`src/rtl/bphc_pkg.sv`:
```
// bphc_pkg: types and constants shared by the button press/hold classifier
// no dependencies; imported by every module of the block

package bphc_pkg;

    localparam int SLOTS       = 8;     // buttons carried by the stream fields
    localparam int CNT_W       = 16;
    localparam int CLS_W       = 2;
    localparam int CFG_IDX_W   = 2;
    localparam int CFG_DATA_W  = 16;
    localparam int IN_DATA_W   = 8;
    localparam int OUT_FIELD_W = SLOTS * CLS_W;
    localparam int OUT_DATA_W  = 2 * OUT_FIELD_W;

    localparam logic [CNT_W-1:0] CNT_MAX = {CNT_W{1'b1}};

    // press class of one button, also the code of a release event
    typedef enum logic [CLS_W-1:0] {
        CLS_NONE    = 2'd0,
        CLS_PRESSED = 2'd1,
        CLS_HOLD    = 2'd2,
        CLS_LONG    = 2'd3
    } t_class;

    typedef enum logic [CFG_IDX_W-1:0] {
        REG_DEBOUNCE  = 2'd0,
        REG_HOLD      = 2'd1,
        REG_LONG_HOLD = 2'd2,
        REG_UNUSED    = 2'd3
    } t_cfg_index;

    typedef struct packed {
        logic [CNT_W-1:0] debounce;
        logic [CNT_W-1:0] hold;
        logic [CNT_W-1:0] long_hold;
    } t_thresh;

    localparam logic [CNT_W-1:0] DEBOUNCE_RST  = 16'd20;
    localparam logic [CNT_W-1:0] HOLD_RST      = 16'd1000;
    localparam logic [CNT_W-1:0] LONG_HOLD_RST = 16'd3000;

endpackage

```
`src/rtl/bphc_cfg.sv`:
```
// bphc_cfg: threshold registers written through the plain write port
// depends on bphc_pkg

module bphc_cfg
    import bphc_pkg::*;
(
    input  logic                  i_clk,
    input  logic                  i_rst_n,
    input  logic                  i_cfg_we,
    input  logic [CFG_IDX_W-1:0]  i_cfg_index,
    input  logic [CFG_DATA_W-1:0] i_cfg_data,
    output t_thresh               o_thresh
);

    t_thresh r_thresh;
    t_thresh n_thresh;

    always_comb begin
        n_thresh = r_thresh;
        if (i_cfg_we) begin
            case (t_cfg_index'(i_cfg_index))
                REG_DEBOUNCE:  n_thresh.debounce  = i_cfg_data;
                REG_HOLD:      n_thresh.hold      = i_cfg_data;
                REG_LONG_HOLD: n_thresh.long_hold = i_cfg_data;
                default:       n_thresh = r_thresh;
            endcase
        end
    end

    always_ff @(posedge i_clk) begin
        if (!i_rst_n) begin
            r_thresh.debounce  <= DEBOUNCE_RST;
            r_thresh.hold      <= HOLD_RST;
            r_thresh.long_hold <= LONG_HOLD_RST;
        end else begin
            r_thresh <= n_thresh;
        end
    end

    assign o_thresh = r_thresh;

endmodule

```
`src/rtl/bphc_btn.sv`:
```
// bphc_btn: state of one button (level, press counter, class) and its update per tick
// depends on bphc_pkg

module bphc_btn
    import bphc_pkg::*;
(
    input  logic    i_clk,
    input  logic    i_rst_n,
    input  logic    i_en,
    input  logic    i_level,
    input  t_thresh i_thresh,
    output t_class  o_release,
    output t_class  o_class
);

    logic             r_last;
    logic [CNT_W-1:0] r_cnt;
    t_class           r_class;

    logic             n_last;
    logic [CNT_W-1:0] n_cnt;
    t_class           n_class;
    t_class           w_release;
    logic [CNT_W-1:0] w_cnt_up;

    // saturating increment
    assign w_cnt_up = (r_cnt == CNT_MAX) ? r_cnt : r_cnt + 1'b1;

    always_comb begin
        n_last    = r_last;
        n_cnt     = r_cnt;
        n_class   = r_class;
        w_release = CLS_NONE;
        if (i_level == r_last) begin
            if (i_level) begin
                n_cnt = w_cnt_up;
                if (w_cnt_up == i_thresh.debounce) begin
                    if (r_class == CLS_NONE) begin
                        n_class = CLS_PRESSED;
                    end
                end else if (w_cnt_up == i_thresh.hold) begin
                    n_class = CLS_HOLD;
                end else if (w_cnt_up == i_thresh.long_hold) begin
                    n_class = CLS_LONG;
                end
            end
        end else begin
            n_last = i_level;
            // a change with no class keeps the counter
            if (r_class != CLS_NONE) begin
                w_release = r_class;
                n_last    = 1'b0;
                n_cnt     = '0;
                n_class   = CLS_NONE;
            end
        end
    end

    always_ff @(posedge i_clk) begin
        if (!i_rst_n) begin
            r_last  <= 1'b0;
            r_cnt   <= '0;
            r_class <= CLS_NONE;
        end else if (i_en) begin
            r_last  <= n_last;
            r_cnt   <= n_cnt;
            r_class <= n_class;
        end
    end

    assign o_release = w_release;
    assign o_class   = n_class;

endmodule

```
`src/rtl/button_press_hold_classifier_unit.sv`:
```
// button_press_hold_classifier_unit: top level, input register, per-button cells,
// result register; depends on bphc_pkg, bphc_cfg, bphc_btn
//
//  channel   | dir | handshake                   | payload
//  s_axis    | in  | s_axis_tvalid/s_axis_tready | tdata[7:0]   button_levels
//  m_axis    | out | m_axis_tvalid/m_axis_tready | tdata[15:0]  release_events,
//            |     |                             | tdata[31:16] current_classes
//  cfg write | in  | i_cfg_we                    | i_cfg_index, i_cfg_data
//
// one tick per cycle sustained while the output is not stalled; a tick passes the input register,
// then per-button compare/update into the result register
// synchronous active-low reset clears button state and restores default thresholds
// a stalled output holds its result; the input register still takes one more tick

module button_press_hold_classifier_unit
    import bphc_pkg::*;
#(
    parameter int NUM_BUTTONS = 8
) (
    input  logic                  i_clk,
    input  logic                  i_rst_n,
    input  logic                  s_axis_tvalid,
    output logic                  s_axis_tready,
    input  logic [IN_DATA_W-1:0]  s_axis_tdata,   // [7:0] button_levels
    output logic                  m_axis_tvalid,
    input  logic                  m_axis_tready,
    output logic [OUT_DATA_W-1:0] m_axis_tdata,   // [15:0] release_events, [31:16] current_classes
    input  logic                  i_cfg_we,
    input  logic [CFG_IDX_W-1:0]  i_cfg_index,
    input  logic [CFG_DATA_W-1:0] i_cfg_data
);

    localparam int NB = (NUM_BUTTONS < SLOTS) ? NUM_BUTTONS : SLOTS;

    logic                  r_in_valid;
    logic [IN_DATA_W-1:0]  r_in_levels;
    logic                  r_out_valid;
    logic [OUT_DATA_W-1:0] r_out_data;

    logic                   w_advance;
    logic                   w_in_xfer;
    t_thresh                w_thresh;
    logic [OUT_FIELD_W-1:0] w_rel;
    logic [OUT_FIELD_W-1:0] w_cur;
    logic [SLOTS-1:0]       w_rel_ok;

    assign w_advance     = r_in_valid && (!r_out_valid || m_axis_tready);
    assign s_axis_tready = !r_in_valid || w_advance;
    assign w_in_xfer     = s_axis_tvalid && s_axis_tready;

    bphc_cfg u_cfg (
        .i_clk       (i_clk),
        .i_rst_n     (i_rst_n),
        .i_cfg_we    (i_cfg_we),
        .i_cfg_index (i_cfg_index),
        .i_cfg_data  (i_cfg_data),
        .o_thresh    (w_thresh)
    );

    for (genvar k = 0; k < SLOTS; k++) begin : g_btn
        if (k < NB) begin : g_on
            t_class w_release;
            t_class w_class;

            bphc_btn u_btn (
                .i_clk     (i_clk),
                .i_rst_n   (i_rst_n),
                .i_en      (w_advance),
                .i_level   (r_in_levels[k]),
                .i_thresh  (w_thresh),
                .o_release (w_release),
                .o_class   (w_class)
            );

            assign w_rel[CLS_W*k +: CLS_W] = w_release;
            assign w_cur[CLS_W*k +: CLS_W] = w_class;
        end else begin : g_off
            assign w_rel[CLS_W*k +: CLS_W] = CLS_NONE;
            assign w_cur[CLS_W*k +: CLS_W] = CLS_NONE;
        end
        // a released button must report class none in the same result
        assign w_rel_ok[k] = (r_out_data[CLS_W*k +: CLS_W] == CLS_NONE)
                          || (r_out_data[OUT_FIELD_W + CLS_W*k +: CLS_W] == CLS_NONE);
    end

    always_ff @(posedge i_clk) begin
        if (!i_rst_n) begin
            r_in_valid  <= 1'b0;
            r_out_valid <= 1'b0;
        end else begin
            if (w_in_xfer) begin
                r_in_valid <= 1'b1;
            end else if (w_advance) begin
                r_in_valid <= 1'b0;
            end
            if (w_advance) begin
                r_out_valid <= 1'b1;
            end else if (m_axis_tready) begin
                r_out_valid <= 1'b0;
            end
        end
    end

    always_ff @(posedge i_clk) begin
        if (w_in_xfer) begin
            r_in_levels <= s_axis_tdata;
        end
        if (w_advance) begin
            r_out_data <= {w_cur, w_rel};
        end
    end

    assign m_axis_tvalid = r_out_valid;
    assign m_axis_tdata  = r_out_data;

    a_advance_loads: assert property (@(posedge i_clk) disable iff (!i_rst_n)
        w_advance |=> r_out_valid)
        else $error("result register not loaded after an advance");

    a_in_held: assert property (@(posedge i_clk) disable iff (!i_rst_n)
        (r_in_valid && !w_advance) |=> (r_in_valid && $stable(r_in_levels)))
        else $error("pending tick lost while output stalled");

    a_release_clears: assert property (@(posedge i_clk) disable iff (!i_rst_n)
        r_out_valid |-> (&w_rel_ok))
        else $error("released button still shows a class");

endmodule

```
`config.mk`:
```
export PLATFORM = sky130hd
export DESIGN_NAME = button_press_hold_classifier_unit
export DESIGN_NICKNAME = d
export VERILOG_FILES = /design/src/rtl/bphc_pkg.sv /design/src/rtl/bphc_cfg.sv /design/src/rtl/bphc_btn.sv /design/src/rtl/button_press_hold_classifier_unit.sv
export SDC_FILE = /design/constraint.sdc
export NUM_CORES = 1
export LEC_CHECK = 0
export BUFFER_PORTS_ARGS = -buffer_cell sky130_fd_sc_hd__buf_2
export CAP_MARGIN = 10
export CORE_MARGIN = 2
export CORE_UTILIZATION = 36
export CTS_CLUSTER_SIZE = 30
export DETAILED_ROUTE_END_ITERATION = 6
export HOLD_SLACK_MARGIN = 0.15
export PLACE_DENSITY_LB_ADDON = 0.1
export SLEW_MARGIN = 30
export SYNTH_ARGS = -nofsm -noshare
export SYNTH_HDL_FRONTEND = slang
export SYNTH_SLANG_ARGS = --single-unit
```
`constraint.sdc`:
```
create_clock -name i_clk -period 4.5 [get_ports i_clk]
set_input_delay 0.9 -clock i_clk [delete_from_list [all_inputs] [get_ports i_clk]]
set_output_delay 0.9 -clock i_clk [all_outputs]
set_load 0.02 [all_outputs]
```
==> flow_summary.ini, run 1 <==
[power_and_ir_drop]
seqPwrFrac_pct = 39.3
max-vdd-ir-drop_uv = 438
internal-power_mw = 4.23
p_sw_share_pct = 28.6
switching_power_mw = 1.69
leakagePower_nw = 8.48
clock_power_share_pct = 48.7
pwr-share-comb_pct = 12.0
powerDensity_mw_per_mm2 = 236
power_mw = 5.92

[clock_network]
tritoncts.num_buffers = 34
cts_hold_buf = 0
tritoncts = yes
clk_latency_ps = 560
root_buffer = clkbuf_16
clockBufferDepth = 3
clkTransAtPathRegs_ps = 60
htreeDepth = 2
clkSinkCount = 242
cts_setup_buffers = 0

[floorplanning]
io_pins = 65
die_w_microns = 254
die_height_microns = 254
die_area_sq_mm = 0.0647
core_sq_mm = 0.0618
start_util_pct = 36.5
rows = 91

[detailed_routing]
wl_mm = 109
dr.pass1.iters = 6
route.detailed.drc = 0
vias = 24600
viasPerCell = 6.32
drt_iter0_markers = 2681
ant_nets = 0
drt-wirelength-per-cell_microns = 28.1

[setup_path]
worst-setup-path-type = register to register
cp.required_ps = 4800
crit_fanout = 9
startpoint_type = register
critPathArrivalTime_ps = 4340
setup.worst_path.end_class = register

[synthesis]
syn_area_per_cell_sq_um = 7.36
ys_seq_elements = 242
synth_ff_type = dfxtp_1
yosys-top-cells-area = dfxtp_1 18%, xnor2_1 10%, edfxtp_1 5.3%
synth-edff-count = 40
netlist_instances = 3067
syn_nets = 3106
ys_top_cells_by_count = 301 x nand2_1, 285 x nor2_1, 266 x xnor2_1, 225 x a21oi_1, 202 x dfxtp_1
synth_top_area_share_pct = 17.9
synthArstFlopShare_pct = 0
ys_types = 116
syn-cell-area_sq_mm = 0.0226
yosysSeqAreaShare_pct = 23.2
synth_top_area_cell = dfxtp_1
synth.most_common_cell = nand2_1
yosysWarnings = 0

[timing]
min_period_ps = 4040
tightestPinTransition_ps = 1110
fmax_mhz = 247
rsz0062_at_grt = false
clock_skew_ps = 14.3
setup_violations = 0
setup-tns-final_ps = 0
slew_violations = 0
hold_violations = 0
slew_headroom_pct = 25.8
period_share_pct = 89.9

[global_routing]
grt_max_degree = 79
antenna_found_initial = 4
grt_pass1_vias = 22500
grt-ovfl-total = 0
grt_pass1_wl_mm = 159
grt_usage_pct = 33.2

[placement]
finalWeightedCongestion = 1.02
port_buffers = 64
place.detailed.hpwl_mm = 79.6

[finish]
num-nets-final = 3066
area_growth_pct = 11.1
layout-drive-gt1-share_pct = 12.6

[run_status]
status = complete, no violations

[min_path]
hp-class = register to register

[job]
drv_cap = 0
sequential cells by signal, summed over array words and instances (netlist names):
register	flops
m_axis_tdata	32
r_in_levels	8
g_btn.g_on.u_btn.r_last	8
u_cfg.o_thresh	48
m_axis_tvalid	1
g_btn.g_on.u_btn.r_cnt	128
r_in_valid	1
g_btn.g_on.u_btn.r_class	16
cell usage in the layout, fill, tap and decap left out, types with 15 or more instances in the layout:
master	netlist	layout
inv_1	52	50
xnor2_1	266	266
a22oi_1	28	28
edfxtp_1	40	40
a2111oi_0	22	22
a21oi_1	225	224
o21ai_1	16	16
and2_1	33	33
a32oi_1	17	17
dfxtp_1	202	198
nor3_1	117	117
nand3_1	126	126
nand4_1	87	87
buf_2	81	64
a211oi_1	27	27
o21ai_0	157	157
o2111ai_1	15	15
o211ai_1	34	34
nor4_1	48	48
a21o_1	21	21
or3_1	20	20
or4_1	16	16
mux2i_1	22	22
nor2_1	285	280
and3_1	45	45
xor2_1	100	100
clkbuf_16	0	37
nand2_1	301	301
buf_4	14	151
and4_1	35	35
o22ai_1	22	22
a31oi_1	32	32
nand2b_1	24	23
metal layers:
metal	part of all wire [%]	vias up	GRT usage (%)	routed length (microns)
met3	8.5	264	5.77	9280
met5	0	-	0	0
li1	-	11100	-	-
met4	4.8	0	14.0	5260
met1	44	11900	45.8	47600
met2	43	1250	50.8	47100
cell type report:
class                           count  area, sq um
Clock inverter                     15          158
Fill cell                        6483        36700
Timing Repair Buffer              218         1510
Antenna cell                        2         5.00
Inverter                           60          231
Sequential cell                   242         5250
Tap cell                          837         1050
Multi-Input combinational cell   2471        15900
Clock buffer                       47         1010
through the flow:
step           cell area [sq um]  hold WS [ps]  setup slack (ps)  instances  utilization, %
4_1_cts                    25100           492               302       3890            40.5
2_1_floorplan              22600           487              1090       3067               -
3_3_place_gp               23900           479               192       3828            38.6
3_5_place_dp               23900           487               301       3828            38.6
6_report                   25100           490               455       3892            40.6
5_1_grt                    25100           507               167       3891            40.6
worst paths after layout:
path                                                   from                         endpoint  slack (ps)  cells after the start
setup reg to reg  g_btn[1].g_on.u_btn.r_cnt[1]$_SDFFE_PN0P_       m_axis_tdata[18]$_DFFE_PP_         460                     12
hold / removal              u_cfg.o_thresh[20]$_SDFFE_PN0P_  u_cfg.o_thresh[20]$_SDFFE_PN0P_         490                      2
setup / recovery  g_btn[1].g_on.u_btn.r_cnt[1]$_SDFFE_PN0P_       m_axis_tdata[18]$_DFFE_PP_         460                     12
hold reg to reg             u_cfg.o_thresh[20]$_SDFFE_PN0P_  u_cfg.o_thresh[20]$_SDFFE_PN0P_         490                      2
critical path: stages (launching register included):
cell and delay, ps:
dfxtp_1 590, ha_1 290, nand3_1 260, buf_4 280
nor4_1 660, xnor2_1 190, o22ai_1 100, a311oi_1 350
nand4_1 170, nor4_2 360, a21o_1 210, nor2_1 60
a32o_1 260
power by group through the flow:
stage	Sequential, mW	Clock [mW]	Combinational, mW
after floorplan	2.32	0	0.409
after global placement	2.37	0	0.688
after detailed placement	2.37	0	0.688
after CTS	2.33	2.95	0.691
after global routing	2.33	3.02	0.742
final	2.33	2.88	0.707
cells by family (layout without fill, tap and decap cells):
kind of cell	Yosys count	after routing	synth area share [%]
buf+inv	354	340	6.64
flops	242	242	23.2
mux	34	34	1.60
simple gates	1255	1255	29.6
compound gates	800	800	23.7
fa+ha+maj	11	11	0.576
other cells	0	2	0
xor+xnor	371	371	14.7
what timing repair did:
| action | 4_1_cts | 5_1_grt |
|---|---|---|
| endpoints found under the hold margin | 0 | 0 |
| setup endpoints to repair | 0 | 1 |
| gates resized for setup | 0 | 1 |
Power figures use the tool's default switching activity.
==> run 2, diff against run 1 <==
clock period = 3.91 ns   (was 4.5 ns; I/O delays follow)
==> run 2 against run 1 <==
Net effect:
- routed wire length increased by 3.5%
- flip-flop and latch count unchanged
- via count increased by 3.0%
- fmax increased by 7.9%
- clock power increased by 8.7%
- critical endpoint is now g_btn[5].g_on.u_btn.r_class[1]$_SDFFE_PN0P_
- largest cell class unchanged
- highest routed layer is now met5
==> flow_summary.ini, run 2 (synthesized netlist as in run 1, its figures left out) <==
[detailed_routing]
ant_nets = 0
drt_iter0_markers = 3117
dr.pass1.iters = 6
wl_mm = 113
viasPerCell = 6.32
vias = 25300
drt-wirelength-per-cell_microns = 28.2
route.detailed.drc = 0

[clock_network]
tritoncts = yes
clockBufferDepth = 3
tritoncts.num_buffers = 34
root_buffer = clkbuf_16
htreeDepth = 2
clkTransAtPathRegs_ps = 60
cts_setup_buffers = 0
cts_hold_buf = 0
clk_latency_ps = 560
clkSinkCount = 242

[floorplanning]
die_height_microns = 254
io_pins = 65
start_util_pct = 36.5
die_area_sq_mm = 0.0647
core_sq_mm = 0.0618
rows = 91
die_w_microns = 254

[timing]
slew_violations = 0
setup_violations = 0
clock_skew_ps = 18.5
tightestPinTransition_ps = 1110
period_share_pct = 95.9
hold_violations = 0
rsz0062_at_grt = false
setup_ws_ps = 161
fmax_mhz = 267
slew_headroom_pct = 25.8
min_period_ps = 3750

[min_path]
hp-class = primary input to register

[finish]
num-nets-final = 3184
final_common_cell = nand2_1
area_growth_pct = 14.8
final_util_pct = 41.9
stdcell_count = 4007
diodes = 0
fin_area_sq_mm = 0.0259
layout-drive-gt1-share_pct = 15.8
final_cell_mix = 301 x nand2_1, 281 x nor2_1, 268 x buf_4
regMostFlops = g_btn.g_on.u_btn.r_cnt
largest_register_ff_count = 128

[global_routing]
grt_usage_pct = 34.4
gr-usage-met1_pct = 46.7
antenna_found_initial = 2
grt_pass1_wl_mm = 165
use_met3_pct = 5.86
grt_max_degree = 99
busiest_layer = met2
grt-ovfl-total = 0
grt_pass1_vias = 23600
met2_usage_pct = 52.4

[setup_path]
reg2reg_slack_ps = 160
worst-setup-path-type = register to register
crit_fanout = 11
critPathArrivalTime_ps = 4250
setup.worst_path.end_class = register
startpoint_type = register
cp.required_ps = 4410

[power_and_ir_drop]
powerDensity_mw_per_mm2 = 256
leakagePower_nw = 9.03
max-vdd-ir-drop_uv = 280

[run_status]
status = complete, no violations

[placement]
port_buffers = 64
place_ws_ps = -92.6
finalWeightedCongestion = 1.00
placed_cells = 3946
place.detailed.hpwl_mm = 82.8
dpl_cell_area_sq_mm = 0.0248

[job]
drv_cap = 0
[run 2: timing repair]
item	4_1_cts	5_1_grt
gates resized for setup	1	12
pin swaps	0	1
cloned	0	0
setup endpoints to repair	1	16
[run 2: area by class of cell]
cell class,count,area [sq um]
multi-input combinational,2471,15900
tap,837,1050
sequential,242,5250
fill,6392,35900
inverter,60,231
clock buffer,52,1010
clock inverter,9,76.3
timing repair buffer,336,2410
[run 2: critical path, stage by stage (launching register included)]
cell and delay (ps):
dfxtp_1 540, nand4_1 320, o31ai_1 470, nor3_1 100
a211o_1 260, a2111oi_0 520, buf_4 200, nand4_1 100
nor4_2 380, buf_4 180, nand2b_1 120, nor4bb_1 340
o21a_1 150
[run 2: path summary, 6_finish.rpt]
kind | startpoint | depth (start not counted) | endpoint
max | g_btn[5].g_on.u_btn.r_cnt[12]$_SDFFE_PN0P_ | 12 | g_btn[5].g_on.u_btn.r_class[1]$_SDFFE_PN0P_
min | s_axis_tdata[0] | 1 | r_in_levels[0]$_DFFE_PP_
max reg2reg | g_btn[5].g_on.u_btn.r_cnt[12]$_SDFFE_PN0P_ | 12 | g_btn[5].g_on.u_btn.r_class[1]$_SDFFE_PN0P_
min reg2reg | u_cfg.o_thresh[46]$_SDFFE_PN0P_ | 2 | u_cfg.o_thresh[46]$_SDFFE_PN0P_
[run 2: power breakdown]
part           total [mW]  internal, mW  switching, mW  leakage, nW
Combinational       0.822         0.278          0.544         6.48
Clock                3.13          1.85           1.28        0.525
Sequential           2.69          2.58          0.107         2.02
Total                6.64          4.71           1.93         9.03
[run 2: per-layer routing]
metal | vias up | routed length, microns
met2 | 1371 | 48400
met5 | - | 17
met1 | 12300 | 47900
li1 | 11400 | -
met4 | 2 | 6380
met3 | 275 | 10400
[run 2: metrics by stage]
stage,hold slack [ps],setup TNS (ps),total power [mW]
floorplan,487,0,3.14
global placement,445,-4.86,3.53
detailed placement,450,-92.6,3.54
CTS,365,0,6.68
global route,386,0,6.83
finish,391,0,6.64
